--- src/hw/rtl/irom_pkg.sv ---
`timescale 1ns / 1ps

package irom_pkg;

  localparam int ValueW = 12;
  localparam int InDataW = 16;
  localparam int SymW = 8;
  localparam int StepW = 4;

  localparam logic [ValueW-1:0] ValueMax = 12'd3999;

  // ASCII letters
  localparam logic [SymW-1:0] ChM = 8'h4D;
  localparam logic [SymW-1:0] ChD = 8'h44;
  localparam logic [SymW-1:0] ChC = 8'h43;
  localparam logic [SymW-1:0] ChL = 8'h4C;
  localparam logic [SymW-1:0] ChX = 8'h58;
  localparam logic [SymW-1:0] ChV = 8'h56;
  localparam logic [SymW-1:0] ChI = 8'h49;

  typedef enum logic [1:0] {
    ST_IDLE,
    ST_RUN,
    ST_PAIR,
    ST_ERR
  } state_e;

  typedef struct packed {
    logic              ge;
    logic [ValueW-1:0] diff;
  } sub_res_t;

  typedef struct packed {
    logic [SymW-1:0] symbol;
    logic            last;
    logic            range_error;
  } out_word_t;

  // Greedy step table, largest weight first:
  // M CM D CD C XC L XL X IX V IV I
  function automatic logic [ValueW-1:0] step_weight(input logic [StepW-1:0] k);
    logic [ValueW-1:0] w;
    unique case (k)
      4'd0:    w = 12'd1000;
      4'd1:    w = 12'd900;
      4'd2:    w = 12'd500;
      4'd3:    w = 12'd400;
      4'd4:    w = 12'd100;
      4'd5:    w = 12'd90;
      4'd6:    w = 12'd50;
      4'd7:    w = 12'd40;
      4'd8:    w = 12'd10;
      4'd9:    w = 12'd9;
      4'd10:   w = 12'd5;
      4'd11:   w = 12'd4;
      default: w = 12'd1;
    endcase
    return w;
  endfunction

  function automatic logic [SymW-1:0] step_first(input logic [StepW-1:0] k);
    logic [SymW-1:0] c;
    unique case (k)
      4'd0:    c = ChM;
      4'd1:    c = ChC;
      4'd2:    c = ChD;
      4'd3:    c = ChC;
      4'd4:    c = ChC;
      4'd5:    c = ChX;
      4'd6:    c = ChL;
      4'd7:    c = ChX;
      4'd8:    c = ChX;
      4'd9:    c = ChI;
      4'd10:   c = ChV;
      default: c = ChI;
    endcase
    return c;
  endfunction

  // subtractive steps emit a second letter
  function automatic logic step_pair(input logic [StepW-1:0] k);
    return (k == 4'd1) || (k == 4'd3) || (k == 4'd5) ||
           (k == 4'd7) || (k == 4'd9) || (k == 4'd11);
  endfunction

  function automatic logic [SymW-1:0] step_second(input logic [StepW-1:0] k);
    logic [SymW-1:0] c;
    unique case (k)
      4'd1:    c = ChM;
      4'd3:    c = ChD;
      4'd5:    c = ChC;
      4'd7:    c = ChL;
      4'd9:    c = ChX;
      default: c = ChV;
    endcase
    return c;
  endfunction

endpackage

--- src/hw/rtl/irom_sub.sv ---
`timescale 1ns / 1ps

module irom_sub (
  input  logic [irom_pkg::ValueW-1:0] rem_i,
  input  logic [irom_pkg::StepW-1:0]  step_i,
  output irom_pkg::sub_res_t          res_o
);
  import irom_pkg::*;

  logic [ValueW-1:0] weight;

  assign weight      = step_weight(step_i);
  assign res_o.ge    = (rem_i >= weight);
  assign res_o.diff  = rem_i - weight;

endmodule

--- src/hw/rtl/irom_outreg.sv ---
`timescale 1ns / 1ps

module irom_outreg (
  input  logic                      clk_i,
  input  logic                      rst_ni,
  input  logic                      load_i,
  input  irom_pkg::out_word_t       word_i,
  output logic                      free_o,
  output logic                      m_axis_tvalid,
  input  logic                      m_axis_tready,
  output logic [irom_pkg::SymW-1:0] m_axis_tdata,
  output logic                      m_axis_tlast,
  output logic                      m_axis_tuser
);
  import irom_pkg::*;

  logic      valid_q, valid_d;
  out_word_t word_q;

  assign free_o  = !valid_q || m_axis_tready;
  assign valid_d = load_i ? 1'b1 : (valid_q && !m_axis_tready);

  always_ff @(posedge clk_i or negedge rst_ni) begin
    if (!rst_ni) begin
      valid_q <= 1'b0;
    end else begin
      valid_q <= valid_d;
    end
  end

  always_ff @(posedge clk_i) begin
    if (load_i) begin
      word_q <= word_i;
    end
  end

  assign m_axis_tvalid = valid_q;
  assign m_axis_tdata  = word_q.symbol;
  assign m_axis_tlast  = word_q.last;
  assign m_axis_tuser  = word_q.range_error;

endmodule

--- src/hw/rtl/integer_to_roman_encoder.sv ---
`timescale 1ns / 1ps
// Channel   Dir  tdata (low bit up)          tlast             tuser
// s_axis    in   value[11:0], zeros to 16    -                 -
// m_axis    out  symbol[7:0] (ASCII)         last char of run  range_error
//
// One compare/subtract unit walks a 13-step greedy table (M CM D CD C XC L XL
// X IX V IV I), one step per cycle: a match emits a letter, a miss advances.
// After accept, the walk emits each character or skips a table step in turn; an
// out-of-range value (0 or above 3999) instead loads a single error word.
// Input is not ready until the last word is loaded into the output register.
// A stalled output holds the walk at its next letter; misses still advance.
// Reset clears the sequencer and output valid.

module integer_to_roman_encoder (
  input  logic                         clk_i,
  input  logic                         rst_ni,
  input  logic                         s_axis_tvalid,
  output logic                         s_axis_tready,
  input  logic [irom_pkg::InDataW-1:0] s_axis_tdata,   // value[11:0], pad[15:12]
  output logic                         m_axis_tvalid,
  input  logic                         m_axis_tready,
  output logic [7:0]                   m_axis_tdata,   // symbol[7:0]
  output logic                         m_axis_tlast,
  output logic                         m_axis_tuser    // range_error
);
  import irom_pkg::*;

  state_e            state_q, state_d;
  logic [ValueW-1:0] rem_q, rem_d;
  logic [StepW-1:0]  step_q, step_d;
  logic [SymW-1:0]   second_q, second_d;
  logic [ValueW-1:0] value;
  sub_res_t          sub_res;
  out_word_t         word;
  logic              load, out_free;

  assign value = s_axis_tdata[ValueW-1:0];

  irom_sub u_sub (
    .rem_i  (rem_q),
    .step_i (step_q),
    .res_o  (sub_res)
  );

  always_comb begin
    state_d       = state_q;
    rem_d         = rem_q;
    step_d        = step_q;
    second_d      = second_q;
    load          = 1'b0;
    word          = '0;
    s_axis_tready = 1'b0;
    unique case (state_q)
      ST_IDLE: begin
        s_axis_tready = 1'b1;
        if (s_axis_tvalid) begin
          rem_d  = value;
          step_d = '0;
          if (value == '0 || value > ValueMax) begin
            state_d = ST_ERR;
          end else begin
            state_d = ST_RUN;
          end
        end
      end
      ST_ERR: begin
        if (out_free) begin
          load              = 1'b1;
          word.symbol       = '0;
          word.last         = 1'b1;
          word.range_error  = 1'b1;
          state_d           = ST_IDLE;
        end
      end
      ST_RUN: begin
        if (!sub_res.ge) begin
          step_d = step_q + 4'd1;
        end else if (out_free) begin
          load        = 1'b1;
          word.symbol = step_first(step_q);
          word.last   = !step_pair(step_q) && (sub_res.diff == '0);
          rem_d       = sub_res.diff;
          if (step_pair(step_q)) begin
            second_d = step_second(step_q);
            state_d  = ST_PAIR;
          end else if (sub_res.diff == '0) begin
            state_d = ST_IDLE;
          end
        end
      end
      ST_PAIR: begin
        if (out_free) begin
          load        = 1'b1;
          word.symbol = second_q;
          word.last   = (rem_q == '0);
          state_d     = (rem_q == '0) ? ST_IDLE : ST_RUN;
        end
      end
      default: state_d = ST_IDLE;
    endcase
  end

  always_ff @(posedge clk_i or negedge rst_ni) begin
    if (!rst_ni) begin
      state_q <= ST_IDLE;
    end else begin
      state_q <= state_d;
    end
  end

  always_ff @(posedge clk_i) begin
    rem_q    <= rem_d;
    step_q   <= step_d;
    second_q <= second_d;
  end

  irom_outreg u_outreg (
    .clk_i         (clk_i),
    .rst_ni        (rst_ni),
    .load_i        (load),
    .word_i        (word),
    .free_o        (out_free),
    .m_axis_tvalid (m_axis_tvalid),
    .m_axis_tready (m_axis_tready),
    .m_axis_tdata  (m_axis_tdata),
    .m_axis_tlast  (m_axis_tlast),
    .m_axis_tuser  (m_axis_tuser)
  );

endmodule

--- config.mk ---
export PLATFORM = sky130hd
export DESIGN_NAME = integer_to_roman_encoder
export DESIGN_NICKNAME = d
export VERILOG_FILES = /design/src/hw/rtl/irom_pkg.sv /design/src/hw/rtl/irom_sub.sv /design/src/hw/rtl/irom_outreg.sv /design/src/hw/rtl/integer_to_roman_encoder.sv
export SDC_FILE = /design/constraint.sdc
export NUM_CORES = 1
export LEC_CHECK = 0
export ABC_AREA = 1
export BUFFER_PORTS_ARGS = -buffer_cell sky130_fd_sc_hd__buf_2
export CORE_AREA = 2 2 87 89
export DETAILED_ROUTE_END_ITERATION = 10
export DIE_AREA = 0 0 89 91
export PLACE_DENSITY = 0.66
export SETUP_SLACK_MARGIN = 0.3
export SLEW_MARGIN = 20
export SYNTH_ARGS = -nofsm -noshare
export SYNTH_HDL_FRONTEND = slang
export SYNTH_SLANG_ARGS = --single-unit
--- constraint.sdc ---
create_clock -name clk_i -period 6.1 [get_ports clk_i]
set_input_delay 1.22 -clock clk_i [delete_from_list [all_inputs] [get_ports clk_i]]
set_output_delay 1.22 -clock clk_i [all_outputs]
set_load 0.005 [all_outputs]
==> impl_metrics.toml, run 1 <==
[finish]
layout-drive-gt1-share_pct = 13.2
n_antenna_cell = 0
area_delta_synth_final_pct = 10.1
fill_cells = 742
layout.nets = 476
regArea_um2 = 1230
multiInputGateArea_um2 = 1510

[global_route]
grt_max_degree = 21
grtUsageTotal_pct = 17.2
grt_pass1_vias = 2500
grt_pass1_wl_um = 10900
grt-ovfl-total = 0
antenna_found_initial = 0

[cts]
cts_max_level = 2
clkTransAtPathRegs_ns = 0.09
post-cts-setup-buffer-count = 0
cts_buffer_depth = 2
hold_buffers = 0
cts_tree = "done"
ctsRootBufferMaster = "clkbuf_8"
cts.repair.resized = 0
cts_buffers = 5
cts_sinks = 46
clock_latency_ns = 0.30

[routing]
wl_per_cell_um = 12.0
routed_wl_um = 6480
dr.pass1.iters = 4
drtIter0Drc = 145
drc_errors = 0
vias_per_cell = 4.83
vias = 2599
postRouteAntennaNets = 0

[logic_synthesis]
synth.most_common_cell = "nand2_1"
synth_edf_count = 29
seq_area_frac_synth_pct = 40.4
syn_inst = 410
syn_avg_cell_area_um2 = 7.40
async_flop_share_pct = 6.52
synth_area_leaders = "edfxtp_1 (29%), nand2_1 (16%), dfxtp_1 (9.2%), inv_1 (8.0%), ha_1 (7.0%)"
ys_warn_count = 0
netlist.area_leader.share_pct = 28.7
ys.flop_type = "edfxtp_1"
netlist_area_um2 = 3030
ys_seq_elements = 46
synth_common_cells = "nand2_1 (129), inv_1 (65), nand3_1 (33), nor2_1 (33), edfxtp_1 (29)"
yosysUniqueCellTypes = 32
netlist.top_cell.by_area = "edfxtp_1"

[worst_setup_path]
end_kind = "flip-flop"
slowest_delay_ns = 0.44
worstRegToRegCells = 19
crit_fanout = 10
required_ns = 6.30
cp.depth = 19
crit_family = "simple AND/OR/NAND/NOR gates"
crit_arrival_ns = 3.10
startpoint_type = "flip-flop"
cp_common_cell = "nand2_1"
path_cells = "inv_1, ha_1, inv_1, fa_1, nand2_1, nand2_2, nand3_2, nand3_2, nand2_2, nand3_4, nand2_4, nand2_1, nand2_2, inv_1, ha_1, nand3_1, nand2_1, nand2_1, nand2_1"
cp_slowest_cell = "fa_1"
path_class = "flip-flop to flip-flop"
critical_path_buf_inv_count = 3

[hold_path]
hold_path.class = "flip-flop to flip-flop"
worstHoldPathCells = 2

[floorplan]
die_h_um = 91
die_w_um = 89
design.portCount = 32
start_util_pct = 42.5
core-area_um2 = 7140
die_area_um2 = 8100
fp-row-count = 31

[sta]
drv_slew = 0
clock_skew_ns = 0.0102
fmax_mhz = 345
finalSetupTns_ns = 0
setup_viol = 0
period_needed_ns = 2.90
rsz0062_at_grt = "false"
timing_hold_violations_final = 0
slew_headroom_pct = 65.3
period_share_pct = 47.5
worst_pin_slew_ns = 0.516

[run_status]
status = "finished, final reports clean"

[job]
cap_violations = 0

[placement]
io_buffers = 25
dpl.hpwl_um = 5270
gp_congestion = 0.877
[worst paths after layout]
path,end,from,slack [ns]
worst min-delay path,u_outreg.m_axis_tdata[2],second_q[2],0.55
worst max-delay path,flip-flop,rem_q[0],3.20
max in group asynchronous,state_q[1],rst_ni,5.30
worst min register to register,u_outreg.m_axis_tdata[2],second_q[2],0.55
min in group asynchronous,u_outreg.m_axis_tvalid,rst_ni,0.70
worst max register to register,flip-flop,rem_q[0],3.20
[kinds of logic (layout without fill, tap and decap cells)]
kind of cell,count (synthesis),in the layout,synth area share [%]
AOI/OAI and AO/OA,38,38,6.72
and+or+nand+nor,233,233,35.3
adders and majority gates,18,18,7.67
other,1,2,0.124
DFF,46,46,40.4
buffers and inverters,74,102,9.78
[tightest hold or removal path, delay by kind of cell, from the launching register on]
family / cells / cell delay, ns
DFF: 1 / 0.34
AOI/OAI and AO/OA: 1 / 0.06
and+or+nand+nor: 1 / 0.05
[layout make-up]
class	instances	area share (%)
Clock inverter	2	0.412
Clock buffer	6	2.17
Sequential cell	46	36.7
Inverter	68	7.72
Timing Repair Buffer	26	3.97
Multi-Input combinational cell	291	45.3
Tap cell	99	3.71
[cells in the final DEF, fill, tap and decap left out]
cell type	Yosys	routed
inv_1	65	65
nand3_4	1	1
a21oi_2	2	2
nor3_1	3	3
dfrtp_1	3	3
nand2_2	8	8
ha_1	17	17
a21oi_1	5	5
a31oi_1	3	3
nand3_1	33	33
clkinv_4	0	1
nand3_2	3	3
nor2_2	1	1
nor4_1	6	6
a211oi_1	1	1
nand2_4	5	5
clkbuf_1	2	1
nand4_1	5	5
nand3b_1	4	4
clkinv_2	0	1
fa_1	1	1
buf_2	1	25
conb_1	1	2
inv_4	1	1
nand2_1	129	129
nor2_4	2	2
o21ai_1	2	2
dfxtp_1	14	14
edfxtp_1	29	29
nor2_1	33	33
o21ai_0	25	25
buf_4	2	1
inv_2	2	2
clkbuf_8	0	5
[through the flow]
step                instance area, um2  instances  util (%)  hold slack (ns)  setup WS [ns]
finish                            3340        538      46.8            0.552           3.20
global route                      3340        538      46.8            0.569           2.95
detailed placement                3250        530      45.6            0.528           3.22
global placement                  3250        530      45.6            0.518           3.23
floorplan                         3040        411         -            0.500           3.24
CTS                               3340        538      46.8            0.551           3.20
[per-layer routing]
layer | up-vias | global-route usage [%] | routed length (um)
met5 | - | 0 | 0
met4 | 0 | 4.85 | 65
met3 | 6 | 2.27 | 186
met2 | 44 | 31.4 | 3400
met1 | 1177 | 20.6 | 2830
li1 | 1372 | - | -
Power of run 1 is not shown: default switching activity piles up to over one toggle a cycle in this logic, so the estimate is an artifact.
==> inputs of run 2 (changes only) <==
--- a/config.mk
+++ b/config.mk
@@ -10,7 +10,7 @@
 export CORE_AREA = 2 2 87 89
 export DETAILED_ROUTE_END_ITERATION = 10
 export DIE_AREA = 0 0 89 91
-export PLACE_DENSITY = 0.66
+export PLACE_DENSITY = 0.68
 export SETUP_SLACK_MARGIN = 0.3
 export SLEW_MARGIN = 20
 export SYNTH_ARGS = -nofsm -noshare
==> constraint.sdc (replaced) <==
create_clock -name clk_i -period 2.35 [get_ports clk_i]
set_input_delay 0.47 -clock clk_i [delete_from_list [all_inputs] [get_ports clk_i]]
set_output_delay 0.47 -clock clk_i [all_outputs]
set_load 0.005 [all_outputs]
==> impl_metrics.toml, run 2 (synthesis results as in run 1) <==
[routing]
dr.pass1.iters = 5
vias_per_cell = 4.90
drc_errors = 0
routed_wl_um = 7650
postRouteAntennaNets = 0
wl_per_cell_um = 13.0
vias = 2884
drtIter0Drc = 168

[run_status]
status = "finished with violations"
violations = "negative setup slack"

[cts]
cts_buffers = 5
cts_buffer_depth = 2
cts_tree = "done"
cts_max_level = 2
ctsRootBufferMaster = "clkbuf_8"
cts_sinks = 46
clkTransAtPathRegs_ns = 0.09
clock_latency_ns = 0.30

[sta]
finalSetupTns_ns = -0.579
postLayoutSetupSlackWorst_ns = -0.0577
period_needed_ns = 2.41
setup_viol = 22
period_share_pct = 102
drv_slew = 0
rsz0062_at_grt = "true"
fmax_mhz = 415
timing_hold_violations_final = 0
hold_ws_ns = 0.469
clock_skew_ns = 0.0141

[global_route]
grt-ovfl-total = 0
grt_pass1_vias = 2824
grt_max_degree = 21
antenna_found_initial = 0
grt_pass1_wl_um = 12300
grtUsageTotal_pct = 19.3

[floorplan]
die_area_um2 = 8100
die_h_um = 91
die_w_um = 89
design.portCount = 32
core-area_um2 = 7140
fp-row-count = 31
start_util_pct = 42.5

[placement]
io_buffers = 25
dpl_cell_area_um2 = 3600
gp_congestion = 0.856
dpl.hpwl_um = 5630

[worst_setup_path]
crit_arrival_ns = 2.61
path_class = "flip-flop to flip-flop"
crit_start = "rem_q[0]"
startpoint_type = "flip-flop"
crit_fanout = 3
required_ns = 2.55
end_kind = "flip-flop"
r2r-start = "rem_q[0]"

[finish]
stdcell_area_um2 = 4160
n_antenna_cell = 0
layout_commonest_cell = "nand2_1"
layout-drive-gt1-share_pct = 32.9
area_delta_synth_final_pct = 37.1
final_cell_mix = "nand2_1 (106), inv_1 (61), buf_4 (37)"
fill_cells = 666
layout.nets = 527
utilization_pct = 58.3

[hold_path]
hold_path_startpoint = "s_axis_tdata[0]"
hold_path.class = "input port to flip-flop"

[job]
cap_violations = 0
## run 2: changes by cell type in the layout (fill, tap and decap cells not counted), moves of 10 or more
cell	before	now
buf_4	1	37
nand2_1	129	106
nand2_2	8	25
nand3_1	33	22
buf_6	0	10
## run 2: critical path, stage by stage, from the launching register on
cell and delay [ns]:
edfxtp_1 0.41, inv_2 0.08, ha_4 0.12, inv_2 0.04, fa_2 0.35, buf_4 0.15, buf_6 0.11, nand2_2 0.07
nand2_1 0.05, nor2_1 0.08, nand3_1 0.09, nor2_2 0.13, nand3_2 0.10, nor2_2 0.13, nand3_1 0.11, nand2_2 0.10
nand2_2 0.06, nand2_1 0.06, nand2_1 0.05
## run 2: per-stage QoR
step / std cells / setup slack (ns)
floorplan: 411 / -0.00467
global placement: 560 / -0.0439
detailed placement: 560 / -0.112
CTS: 585 / -0.0590
global route: 589 / -0.222
finish: 589 / -0.0577
## run 2: layout make-up
cell class	instances	area [um2]	area share, %
clock inverter	3	43.8	1.05
inverter	68	263	6.32
sequential	46	1230	29.5
timing repair buffer	75	566	13.6
multi-input combinational	293	1870	44.9
clock buffer	5	68.8	1.66
tap	99	124	2.98
## run 2: timing repair
item | CTS | global route
gates cloned | 2 | 0
gates resized for setup | 29 | 36
hold buffers | 1 | 0
setup buffers | 14 | 4
pin swaps | 12 | 9
endpoints found under the hold margin | 3 | 0
endpoints found under the setup margin | 52 | 59
## run 2: path summary, 6_finish.rpt
check | end | slack [ns] | cells past startpoint
worst min-delay path | rem_q[0] | 0.47 | 3
worst min register to register | u_outreg.m_axis_tdata[4] | 0.54 | 2
max in group asynchronous | state_q[1] | 1.74 | 2
min in group asynchronous | u_outreg.m_axis_tvalid | 0.50 | 2
worst max-delay path | state_q[1] | -0.06 | 18
worst max register to register | state_q[1] | -0.06 | 18
## run 2: layer usage
layer / part of all wire [%] / GRT usage, %
met5: 0 / 0
met3: 3.0 / 2.27
met2: 54 / 35.1
met4: 2.2 / 6.34
met1: 41 / 22.9
Power of run 2 is left out for the same reason.
